--- config.mk ---
export PLATFORM = sky130hd
export DESIGN_NAME = sorted_static_list_engine
export DESIGN_NICKNAME = d
export VERILOG_FILES = /design/src/hw/rtl/ssle_pkg.sv /design/src/hw/rtl/ssle_ram.sv /design/src/hw/rtl/ssle_front.sv /design/src/hw/rtl/ssle_queue.sv /design/src/hw/rtl/ssle_back.sv /design/src/hw/rtl/sorted_static_list_engine.sv
export SDC_FILE = /design/constraint.sdc
export NUM_CORES = 2
export LEC_CHECK = 0
export ABC_AREA = 1
export BUFFER_PORTS_ARGS = -buffer_cell sky130_fd_sc_hd__clkbuf_2
export CAP_MARGIN = 20
export CELL_PAD_IN_SITES_DETAIL_PLACEMENT = 0
export CELL_PAD_IN_SITES_GLOBAL_PLACEMENT = 1
export CORE_MARGIN = 1.5
export CORE_UTILIZATION = 50
export DETAILED_ROUTE_END_ITERATION = 10
export PLACE_DENSITY = 0.85
export SLEW_MARGIN = 10
export SYNTH_ARGS = -nofsm -noshare
export SYNTH_HDL_FRONTEND = slang
export SYNTH_SLANG_ARGS = --single-unit
--- constraint.sdc ---
create_clock -name i_clk -period 4.19 [get_ports i_clk]
set_clock_uncertainty 0.05 [all_clocks]
set_input_delay 0.6285 -clock i_clk [delete_from_list [all_inputs] [get_ports i_clk]]
set_output_delay 0.6285 -clock i_clk [all_outputs]
set_load 0.02 [all_outputs]
--- src/hw/rtl/ssle_pkg.sv ---
`timescale 1ns / 1ps
// ---------------------------------------------------------------------------
// ssle_pkg
// Shared sizes, codes and types of the sorted static list engine.
// ---------------------------------------------------------------------------
package ssle_pkg;

    // list geometry
    localparam int DEPTH  = 32;
    localparam int SLOT_W = $clog2(DEPTH);
    localparam int LINK_W = $clog2(DEPTH + 1);
    localparam logic [LINK_W-1:0] NIL = LINK_W'(DEPTH);

    // fixed field widths of the command and result ports
    localparam int CMD_W      = 3;
    localparam int KEY_W      = 32;
    localparam int STATUS_W   = 2;
    localparam int SLOT_OUT_W = 5;
    localparam int COUNT_W    = 6;

    // command codes
    localparam logic [CMD_W-1:0] CMD_INSERT = 3'd0;
    localparam logic [CMD_W-1:0] CMD_DELETE = 3'd1;
    localparam logic [CMD_W-1:0] CMD_SEARCH = 3'd2;
    localparam logic [CMD_W-1:0] CMD_REINIT = 3'd3;
    localparam logic [CMD_W-1:0] CMD_SIZE   = 3'd4;

    // status codes
    localparam logic [STATUS_W-1:0] ST_OK       = 2'd0;
    localparam logic [STATUS_W-1:0] ST_NOTFOUND = 2'd1;
    localparam logic [STATUS_W-1:0] ST_DUP      = 2'd2;
    localparam logic [STATUS_W-1:0] ST_FULL     = 2'd3;

    // command queue between front and back
    localparam int QDEPTH = 2;
    localparam int QPTR_W = $clog2(QDEPTH);
    localparam int QCNT_W = $clog2(QDEPTH + 1);

    // decoded operation
    typedef enum logic [2:0] {
        OP_INS,
        OP_DEL,
        OP_SRCH,
        OP_REINIT,
        OP_SIZE,
        OP_NOP
    } t_op;

    typedef struct packed {
        t_op                     op;
        logic signed [KEY_W-1:0] key;
    } t_item;

    typedef struct packed {
        logic empty;
        logic full;
    } t_qstat;

endpackage

--- src/hw/rtl/ssle_ram.sv ---
`timescale 1ns / 1ps
// ---------------------------------------------------------------------------
// ssle_ram
// Generic single write port, single read port RAM with registered read.
// ---------------------------------------------------------------------------
module ssle_ram #(
    parameter int W = 32,
    parameter int D = 32
) (
    input  logic                 i_clk,
    input  logic                 i_we,
    input  logic [$clog2(D)-1:0] i_waddr,
    input  logic [W-1:0]         i_wdata,
    input  logic [$clog2(D)-1:0] i_raddr,
    output logic [W-1:0]         o_rdata
);

    logic [W-1:0] r_mem [D];
    logic [W-1:0] r_rdata;

    // write port
    always_ff @(posedge i_clk) begin
        if (i_we) begin
            r_mem[i_waddr] <= i_wdata;
        end
    end

    // registered read port
    always_ff @(posedge i_clk) begin
        r_rdata <= r_mem[i_raddr];
    end

    assign o_rdata = r_rdata;

endmodule

--- src/hw/rtl/ssle_front.sv ---
`timescale 1ns / 1ps
// ---------------------------------------------------------------------------
// ssle_front
// Command intake: takes a command transfer and decodes it into an operation.
// ---------------------------------------------------------------------------
module ssle_front (
    input  logic                             start,
    output logic                             busy,
    input  logic [ssle_pkg::CMD_W-1:0]       i_command,
    input  logic signed [ssle_pkg::KEY_W-1:0] i_key,
    input  ssle_pkg::t_qstat                 i_qstat,
    output logic                             o_push,
    output ssle_pkg::t_item                  o_item
);
    import ssle_pkg::*;

    t_op op;

    // hold off new commands while the queue is full
    assign busy   = i_qstat.full;
    assign o_push = start && !i_qstat.full;

    // command decode, unused codes become a no-op
    always_comb begin
        case (i_command)
            CMD_INSERT: op = OP_INS;
            CMD_DELETE: op = OP_DEL;
            CMD_SEARCH: op = OP_SRCH;
            CMD_REINIT: op = OP_REINIT;
            CMD_SIZE:   op = OP_SIZE;
            default:    op = OP_NOP;
        endcase
    end

    assign o_item.op  = op;
    assign o_item.key = i_key;

endmodule

--- src/hw/rtl/ssle_queue.sv ---
`timescale 1ns / 1ps
// ---------------------------------------------------------------------------
// ssle_queue
// Short command queue that decouples intake from the list engine.
// ---------------------------------------------------------------------------
module ssle_queue (
    input  logic              i_clk,
    input  logic              i_rst_n,
    input  logic              i_push,
    input  ssle_pkg::t_item   i_item,
    input  logic              i_pop,
    output ssle_pkg::t_item   o_item,
    output ssle_pkg::t_qstat  o_stat
);
    import ssle_pkg::*;

    t_item              r_mem [QDEPTH];
    logic [QPTR_W-1:0]  r_wp, n_wp;
    logic [QPTR_W-1:0]  r_rp, n_rp;
    logic [QCNT_W-1:0]  r_cnt, n_cnt;
    logic               do_push;
    logic               do_pop;

    assign o_stat.empty = (r_cnt == '0);
    assign o_stat.full  = (r_cnt == QCNT_W'(QDEPTH));
    assign do_push      = i_push && !o_stat.full;
    assign do_pop       = i_pop && !o_stat.empty;
    assign o_item       = r_mem[r_rp];

    // pointer and fill count update
    always_comb begin
        n_wp  = r_wp;
        n_rp  = r_rp;
        n_cnt = r_cnt;
        if (do_push) begin
            n_wp = (r_wp == QPTR_W'(QDEPTH - 1)) ? '0 : r_wp + 1'b1;
        end
        if (do_pop) begin
            n_rp = (r_rp == QPTR_W'(QDEPTH - 1)) ? '0 : r_rp + 1'b1;
        end
        if (do_push && !do_pop) begin
            n_cnt = r_cnt + 1'b1;
        end else if (do_pop && !do_push) begin
            n_cnt = r_cnt - 1'b1;
        end
    end

    always_ff @(posedge i_clk) begin
        if (!i_rst_n) begin
            r_wp  <= '0;
            r_rp  <= '0;
            r_cnt <= '0;
        end else begin
            r_wp  <= n_wp;
            r_rp  <= n_rp;
            r_cnt <= n_cnt;
        end
    end

    // entry storage
    always_ff @(posedge i_clk) begin
        if (do_push) begin
            r_mem[r_wp] <= i_item;
        end
    end

endmodule

--- src/hw/rtl/ssle_back.sv ---
`timescale 1ns / 1ps
// ---------------------------------------------------------------------------
// ssle_back
// List engine: walks the linked slots, updates links and heads, and
// produces one result per command.
// ---------------------------------------------------------------------------
module ssle_back (
    input  logic                                i_clk,
    input  logic                                i_rst_n,
    input  ssle_pkg::t_qstat                    i_qstat,
    input  ssle_pkg::t_item                     i_item,
    output logic                                o_pop,
    output logic                                o_valid,
    output logic [ssle_pkg::STATUS_W-1:0]       o_status,
    output logic [ssle_pkg::SLOT_OUT_W-1:0]     o_slot,
    output logic [ssle_pkg::COUNT_W-1:0]        o_count
);
    import ssle_pkg::*;

    typedef enum logic [4:0] {
        S_IDLE = 5'b00001,
        S_WALK = 5'b00010,
        S_FREE = 5'b00100,
        S_WR1  = 5'b01000,
        S_WR2  = 5'b10000
    } t_state;

    t_state r_state, n_state;

    // control state
    logic [LINK_W-1:0]   r_head, n_head;
    logic [LINK_W-1:0]   r_free, n_free;
    logic [LINK_W-1:0]   r_count, n_count;
    logic [DEPTH-1:0]    r_lvld, n_lvld;
    logic                r_ovalid, n_ovalid;

    // per-command working registers
    t_op                 r_op, n_op;
    logic signed [KEY_W-1:0] r_key, n_key;
    logic [LINK_W-1:0]   r_cur, n_cur;
    logic [LINK_W-1:0]   r_prev, n_prev;
    logic [LINK_W-1:0]   r_step, n_step;
    logic [LINK_W-1:0]   r_nxt, n_nxt;
    logic [SLOT_W-1:0]   r_rd_addr;
    logic                r_rd_vld;
    logic [STATUS_W-1:0] r_ostatus, n_ostatus;
    logic [LINK_W-1:0]   r_oslot, n_oslot;
    logic [LINK_W-1:0]   r_ocount, n_ocount;

    // memory ports
    logic                    key_we;
    logic [SLOT_W-1:0]       key_waddr;
    logic signed [KEY_W-1:0] key_q;
    logic                    link_we;
    logic [SLOT_W-1:0]       link_waddr;
    logic [LINK_W-1:0]       link_wdata;
    logic [LINK_W-1:0]       link_q;
    logic [SLOT_W-1:0]       rd_addr;

    // walk decode
    logic [LINK_W-1:0]   link_eff;
    logic                cur_ok;
    logic                hit;
    logic                go_on;

    ssle_ram #(.W(KEY_W), .D(DEPTH)) u_key_ram (
        .i_clk   (i_clk),
        .i_we    (key_we),
        .i_waddr (key_waddr),
        .i_wdata (r_key),
        .i_raddr (rd_addr),
        .o_rdata (key_q)
    );

    ssle_ram #(.W(LINK_W), .D(DEPTH)) u_link_ram (
        .i_clk   (i_clk),
        .i_we    (link_we),
        .i_waddr (link_waddr),
        .i_wdata (link_wdata),
        .i_raddr (rd_addr),
        .o_rdata (link_q)
    );

    // a link never written since reset or reinit points to the next slot
    assign link_eff = r_rd_vld ? link_q : LINK_W'(r_rd_addr) + 1'b1;
    assign cur_ok   = (r_cur < LINK_W'(DEPTH));
    assign hit      = (key_q == r_key);
    assign go_on    = (r_op == OP_SRCH) ? !hit : (key_q < r_key);
    assign o_pop    = (r_state == S_IDLE) && !i_qstat.empty;

    // sequencer
    always_comb begin
        n_state    = r_state;
        n_head     = r_head;
        n_free     = r_free;
        n_count    = r_count;
        n_lvld     = r_lvld;
        n_op       = r_op;
        n_key      = r_key;
        n_cur      = r_cur;
        n_prev     = r_prev;
        n_step     = r_step;
        n_nxt      = r_nxt;
        n_ovalid   = 1'b0;
        n_ostatus  = ST_OK;
        n_oslot    = '0;
        n_ocount   = r_count;
        key_we     = 1'b0;
        key_waddr  = r_free[SLOT_W-1:0];
        link_we    = 1'b0;
        link_waddr = r_cur[SLOT_W-1:0];
        link_wdata = r_cur;
        rd_addr    = r_cur[SLOT_W-1:0];

        case (r_state)
            S_IDLE: begin
                if (!i_qstat.empty) begin
                    n_op   = i_item.op;
                    n_key  = i_item.key;
                    n_cur  = r_head;
                    n_prev = NIL;
                    n_step = '0;
                    rd_addr = r_head[SLOT_W-1:0];
                    case (i_item.op)
                        OP_INS: begin
                            if (r_free >= LINK_W'(DEPTH)) begin
                                n_ovalid  = 1'b1;
                                n_ostatus = ST_FULL;
                            end else begin
                                n_state = S_WALK;
                            end
                        end
                        OP_DEL, OP_SRCH: begin
                            n_state = S_WALK;
                        end
                        OP_REINIT: begin
                            n_lvld   = '0;
                            n_head   = NIL;
                            n_free   = '0;
                            n_count  = '0;
                            n_ocount = '0;
                            n_ovalid = 1'b1;
                        end
                        default: begin
                            n_ovalid = 1'b1;
                        end
                    endcase
                end
            end

            S_WALK: begin
                if (cur_ok && r_step != LINK_W'(DEPTH) && go_on) begin
                    // step to the next linked slot
                    n_prev  = r_cur;
                    n_cur   = link_eff;
                    n_step  = r_step + 1'b1;
                    rd_addr = link_eff[SLOT_W-1:0];
                end else begin
                    // walk ended: resolve the command
                    logic found;
                    found = cur_ok && r_step != LINK_W'(DEPTH) && hit;
                    case (r_op)
                        OP_SRCH: begin
                            n_ovalid  = 1'b1;
                            n_state   = S_IDLE;
                            n_ostatus = found ? ST_OK : ST_NOTFOUND;
                            n_oslot   = found ? r_cur : '0;
                        end
                        OP_DEL: begin
                            if (found) begin
                                n_nxt   = link_eff;
                                n_state = S_WR1;
                            end else begin
                                n_ovalid  = 1'b1;
                                n_ostatus = ST_NOTFOUND;
                                n_state   = S_IDLE;
                            end
                        end
                        default: begin
                            if (found) begin
                                n_ovalid  = 1'b1;
                                n_ostatus = ST_DUP;
                                n_state   = S_IDLE;
                            end else begin
                                if (!cur_ok || r_step == LINK_W'(DEPTH)) begin
                                    n_cur = NIL;
                                end
                                rd_addr = r_free[SLOT_W-1:0];
                                n_state = S_FREE;
                            end
                        end
                    endcase
                end
            end

            S_FREE: begin
                // new slot takes the key and links to the walk position
                key_we     = 1'b1;
                link_we    = 1'b1;
                link_waddr = r_free[SLOT_W-1:0];
                link_wdata = r_cur;
                n_free     = link_eff;
                n_cur      = r_free;
                n_state    = S_WR2;
            end

            S_WR1: begin
                // unlink the deleted slot
                if (r_prev >= LINK_W'(DEPTH)) begin
                    n_head = r_nxt;
                end else begin
                    link_we    = 1'b1;
                    link_waddr = r_prev[SLOT_W-1:0];
                    link_wdata = r_nxt;
                end
                n_state = S_WR2;
            end

            S_WR2: begin
                n_ovalid = 1'b1;
                n_oslot  = r_cur;
                n_state  = S_IDLE;
                if (r_op == OP_INS) begin
                    if (r_prev >= LINK_W'(DEPTH)) begin
                        n_head = r_cur;
                    end else begin
                        link_we    = 1'b1;
                        link_waddr = r_prev[SLOT_W-1:0];
                        link_wdata = r_cur;
                    end
                    n_count = r_count + 1'b1;
                end else begin
                    // released slot goes on top of the free chain
                    link_we    = 1'b1;
                    link_waddr = r_cur[SLOT_W-1:0];
                    link_wdata = r_free;
                    n_free     = r_cur;
                    if (r_count != '0) begin
                        n_count = r_count - 1'b1;
                    end
                end
                n_ocount = n_count;
            end

            default: begin
                n_state = S_IDLE;
            end
        endcase

        if (link_we) begin
            n_lvld[link_waddr] = 1'b1;
        end
    end

    // control registers
    always_ff @(posedge i_clk) begin
        if (!i_rst_n) begin
            r_state  <= S_IDLE;
            r_head   <= NIL;
            r_free   <= '0;
            r_count  <= '0;
            r_lvld   <= '0;
            r_ovalid <= 1'b0;
        end else begin
            r_state  <= n_state;
            r_head   <= n_head;
            r_free   <= n_free;
            r_count  <= n_count;
            r_lvld   <= n_lvld;
            r_ovalid <= n_ovalid;
        end
    end

    // working and result registers
    always_ff @(posedge i_clk) begin
        r_op      <= n_op;
        r_key     <= n_key;
        r_cur     <= n_cur;
        r_prev    <= n_prev;
        r_step    <= n_step;
        r_nxt     <= n_nxt;
        r_rd_addr <= rd_addr;
        r_rd_vld  <= r_lvld[rd_addr];
        r_ostatus <= n_ostatus;
        r_oslot   <= n_oslot;
        r_ocount  <= n_ocount;
    end

    assign o_valid  = r_ovalid;
    assign o_status = r_ostatus;
    assign o_slot   = SLOT_OUT_W'(r_oslot);
    assign o_count  = COUNT_W'(r_ocount);

endmodule

--- src/hw/rtl/sorted_static_list_engine.sv ---
`timescale 1ns / 1ps
// ---------------------------------------------------------------------------
// sorted_static_list_engine
// Sorted list of signed 32-bit keys in linked slots, with a LIFO free chain.
// ---------------------------------------------------------------------------
// Commands are taken when start is high and busy is low; busy rises only
// when the two-entry command queue is full. Each command gives exactly one
// result, shown for one cycle with o_valid high; the receiver must take it
// then. Results come back in command order. The time to a result is set
// by the link walk over the list entries it passes (at most DEPTH): one
// read of the link and key memories per entry, the next address taken
// straight from the registered link read. Reinitialize needs no clearing
// pass; the link memory carries a valid bit per slot.
// ---------------------------------------------------------------------------
module sorted_static_list_engine (
    input  logic                                 i_clk,
    input  logic                                 i_rst_n,
    input  logic                                 start,
    output logic                                 busy,
    input  logic [ssle_pkg::CMD_W-1:0]           i_command,
    input  logic signed [ssle_pkg::KEY_W-1:0]    i_key,
    output logic                                 o_valid,
    output logic [ssle_pkg::STATUS_W-1:0]        o_status,
    output logic [ssle_pkg::SLOT_OUT_W-1:0]      o_slot,
    output logic [ssle_pkg::COUNT_W-1:0]         o_count
);
    import ssle_pkg::*;

    t_item  push_item;
    t_item  pop_item;
    t_qstat qstat;
    logic   push;
    logic   pop;

    // command intake
    ssle_front u_front (
        .start     (start),
        .busy      (busy),
        .i_command (i_command),
        .i_key     (i_key),
        .i_qstat   (qstat),
        .o_push    (push),
        .o_item    (push_item)
    );

    // decoupling queue
    ssle_queue u_queue (
        .i_clk   (i_clk),
        .i_rst_n (i_rst_n),
        .i_push  (push),
        .i_item  (push_item),
        .i_pop   (pop),
        .o_item  (pop_item),
        .o_stat  (qstat)
    );

    // list engine
    ssle_back u_back (
        .i_clk    (i_clk),
        .i_rst_n  (i_rst_n),
        .i_qstat  (qstat),
        .i_item   (pop_item),
        .o_pop    (pop),
        .o_valid  (o_valid),
        .o_status (o_status),
        .o_slot   (o_slot),
        .o_count  (o_count)
    );

endmodule

==> results.md <==
* Final net count at 6281
* Core footprint at 127800 µm²
* Worst-Margin Slew at 0.9901 ns
* Total gr overflow at 0
* R2R Setup Slk at 0.14 ns
* Num rows at 131
* Mapped Area at 64500 µm²
* Hold Slack at 0.08058 ns
* Synth top area cells: edfxtp_1, nand3_1, nand2_1, inv_1, nand3b_1
* Post-synth top area cell: edfxtp_1
* CTS Root Cell: clkbuf_16
* Post-synth net total at 6140
* Detail Route Antenna Nets at 0
* IO Port Bufs at 52
* Post-route DRC violation count at 0
* Critical R2R Launch: u_back.r_key[20]
* Longest Clk Path Bufs at 3
* Number of global-route vias before repair at 43383
* Ys Warns at 0
* Die area at 131200 µm²
* Worst Hold Depth at 2
* TritonCTS clock tree: done
* HP Start: i_command[0]
* Postcts setup bufs at 0
* Clk sink count at 1463
* Initial DRT Pass Iterations at 7
* Outcome: finished clean
* Crit start category: flip-flop
* Largest net degree at the start of global routing at 113
* Worst slack at placement at 0.1715 ns
* Critical Path Fanout Max at 37
* Area grow syn2layout at 14.18%
* CTS H-tree lvls at 4
* Max Freq at 247.1 MHz
* CP endpoint kind: flip-flop
* RSZ-0062 raised after global routing: true
* Final hold vios at 0
* Synth async-reset ratio at 0%
* Cell mode on critical path: nand2_1
* Worst R2R End: u_back.u_key_ram.o_rdata[5]
* Gpl congestion at 0.8395
* Synthesized area per cell at 10.64 µm²
* Reg2reg path depth at 25
* Fin Setup TNS at 0 ns
* N_diodes at 0
* Worst path bufs/invs at 5
* Worst path slowest cell: edfxtp_1
* Die Y at 362.2 µm
* Filler cells at 10340
* Worst Hold Class: primary input to flip-flop
* Tmin final at 4.047 ns
* Initial Utilization at 50.45%
* HPWL Detailed at 99440 µm
* Boundary pin count at 53
* DRT iter0 DRCs at 6026
* WP data required at 4.85 ns
* Rel. slew slack at 33.84%
* WL final at 176900 µm
* Fraction of layout cells with a size suffix above 1 at 9.918%
* Max-cap viol count at 0
* Final setup viols at 0
* Worst setup margin at 0.1432 ns
* Fin crit share at 96.58%
* Post-synth EDFFs at 1345
* Hold Path Sink: u_queue.r_mem[0][32]
* Die width at 362.2 µm
* Yosys reg bits at 1463
* Initial antenna violation count at 1
* Vias per cell at 5.662
* Sequential-to-total area share from yosys stat at 66.28%
* DR WL/cell at 22.13 µm
* First-pass GRT wire length at 266600 µm
* Synth unique cells at 48
* Final core occ at 57.61%
* CTS clock-pin slew for the worst setup and hold paths at 0.06 ns
* Worst Path Arrival at 4.70 ns
* Vias at 45261
* Post-synthesis cell count at 6063
* Worst-Skew Late Latency at 0.81 ns
* Max-slew violation count at 0
* Global router's overall resource usage at 26.89%
* Crit path kind: flip-flop to flip-flop
* CTS Buf Count at 151
* Primary FF master, synth: edfxtp_1
* Share of the synthesized area in the top cell type at 62.61%
* Critical path's largest stage delay at 0.59 ns
* Top delay family on crit path: simple AND/OR/NAND/NOR gates
-- flip-flops by register name, summed over array words and instances, names as in the netlist, 5 cells and up, named ones only --
register	flops
u_back.u_link_ram.o_rdata	6
u_back.u_key_ram.o_rdata	32
u_back.r_key	32
u_back.r_count	6
u_back.r_rd_addr	5
u_back.u_key_ram.r_mem	1024
u_back.r_oslot	5
u_back.r_nxt	6
u_back.o_count	6
u_back.u_link_ram.r_mem	192
u_back.r_state	5
u_back.r_cur	6
u_back.r_step	6
u_back.r_head	6
u_back.r_lvld	32
u_back.r_prev	6
u_queue.r_mem	70
u_back.r_free	6
-- worst register-to-register path, cell delays in order (launching register included) --
cell	delay, ns
edfxtp_1	0.59
inv_1	0.09
ha_1	0.32
nand2_1	0.06
nor2_1	0.10
buf_4	0.15
nand2_1	0.06
nand2_1	0.11
nand2_1	0.08
nand2_1	0.16
nor2_1	0.06
nand3_1	0.09
nand3_2	0.11
nand2_2	0.12
nand3_1	0.12
nand3_4	0.17
buf_12	0.19
buf_12	0.23
buf_16	0.29
nand3b_1	0.13
nand3_1	0.13
nand3_1	0.08
nand3_1	0.10
nand2_1	0.07
nand2_2	0.20
nand2_1	0.08
-- Yosys cell counts, types with 2 or more instances --
| cell | number |
|---|---|
| nand3_1 | 1362 |
| edfxtp_1 | 1345 |
| nand2_1 | 1050 |
| inv_1 | 983 |
| nand3b_1 | 393 |
| nor2_1 | 182 |
| buf_2 | 169 |
| clkbuf_1 | 142 |
| dfxtp_1 | 118 |
| a21oi_1 | 66 |
| o21ai_0 | 46 |
| ha_1 | 39 |
| buf_4 | 37 |
| inv_2 | 13 |
| a31oi_1 | 11 |
| o31ai_1 | 9 |
| buf_6 | 8 |
| nand4_1 | 8 |
| nor3_1 | 7 |
| o211ai_1 | 7 |
| nand3_2 | 5 |
| nor2_2 | 5 |
| o221ai_1 | 5 |
| buf_1 | 4 |
| nand2_2 | 4 |
| xor2_1 | 4 |
| a211oi_1 | 3 |
| a21o_1 | 3 |
| a221oi_1 | 3 |
| clkinv_1 | 3 |
| nor4_1 | 3 |
| xnor2_1 | 3 |
| a22oi_1 | 2 |
| a311oi_2 | 2 |
| nor3_4 | 2 |
| o21ai_1 | 2 |
| o21ai_2 | 2 |
| o22ai_1 | 2 |
| or2_2 | 2 |
-- worst max path at each step --
stage / slack, ns / cells past startpoint / from / endpoint
after floorplan: 0.90 / 6 / u_back.r_state[1] / u_back.u_key_ram.r_mem[0][0]
after global placement: 0.21 / 23 / u_back.r_key[20] / u_back.u_key_ram.o_rdata[5]
after detailed placement: 0.17 / 23 / u_back.r_key[20] / u_back.u_key_ram.o_rdata[5]
after CTS: 0.15 / 23 / u_back.r_key[20] / u_back.u_key_ram.o_rdata[5]
after global routing: -0.08 / 25 / u_back.r_key[22] / u_back.u_key_ram.o_rdata[9]
final: 0.14 / 25 / u_back.r_key[20] / u_back.u_key_ram.o_rdata[5]
-- layout by cell type, fill, tap and decap left out, drive strengths merged --
cell	instances
a22oi	2
bufinv	8
edfxtp	1345
a41oi	1
clkinv	72
nand3b	393
a311oi	2
clkbuf	245
nand3	1367
o2111ai	1
clkinvlp	5
nand2	1055
o22ai	2
o31ai	9
ha	39
and3	1
a31oi	11
a21o	3
dfxtp	118
dlygate4sd3	33
a211oi	3
a221oi	4
xor2	4
o21ai	50
a21oi	66
nor2	188
o211ai	7
xnor2	3
nor3	9
o221ai	5
nor4	3
buf	262
nand4	9
a21boi	1
or2	2
inv	1004
-- routing by layer --
metal  vias up  GRT usage [%]  part of all wire (%)
met5         -              0                     0
met4         0          8.409                   2.8
met3       331          5.026                    10
met2      2322          41.78                    46
met1     21857          38.43                    41
li1      20751              -                     -
-- repair_timing --
item / in CTS / in global routing
resized for setup: 0 / 16
hold buffers: 33 / 0
endpoints found under the hold margin: 66 / 0
endpoints found under the setup margin: 0 / 10
-- through the flow --
stage	cell area, µm²	cells
2_1_floorplan	64500	6063
6_report	73650	7994
5_1_grt	73650	7994
3_3_place_gp	68340	7679
3_5_place_dp	68340	7679
4_1_cts	73570	7993
-- area by class of cell --
class / instances / area, µm² / area share, %
Sequential cell: 1463 / 42750 / 58.04
Multi-Input combinational cell: 3240 / 16610 / 22.55
Clock buffer: 192 / 4013 / 5.448
Inverter: 1000 / 3774 / 5.124
Timing Repair Buffer: 348 / 3541 / 4.808
Tap cell: 1662 / 2079 / 2.823
Clock inverter: 89 / 884.6 / 1.201
-- cell families (layout without fill, tap and decap cells) --
logic type                 after synthesis  in the layout  share of synthesized area [%]
AOI/OAI and AO/OA                      167            167                          1.534
adders and majority gates               39             39                         0.7565
xor gates and xnor gates                 7              7                        0.09505
and+or+nand+nor                       3027           3027                          22.78
buffers and inverters                 1360           1629                          8.554
DFF                                   1463           1463                          66.28
Power is left out: the tool's default activity adds up to more than one toggle a clock period on the data nets, which glitch-free logic cannot reach.
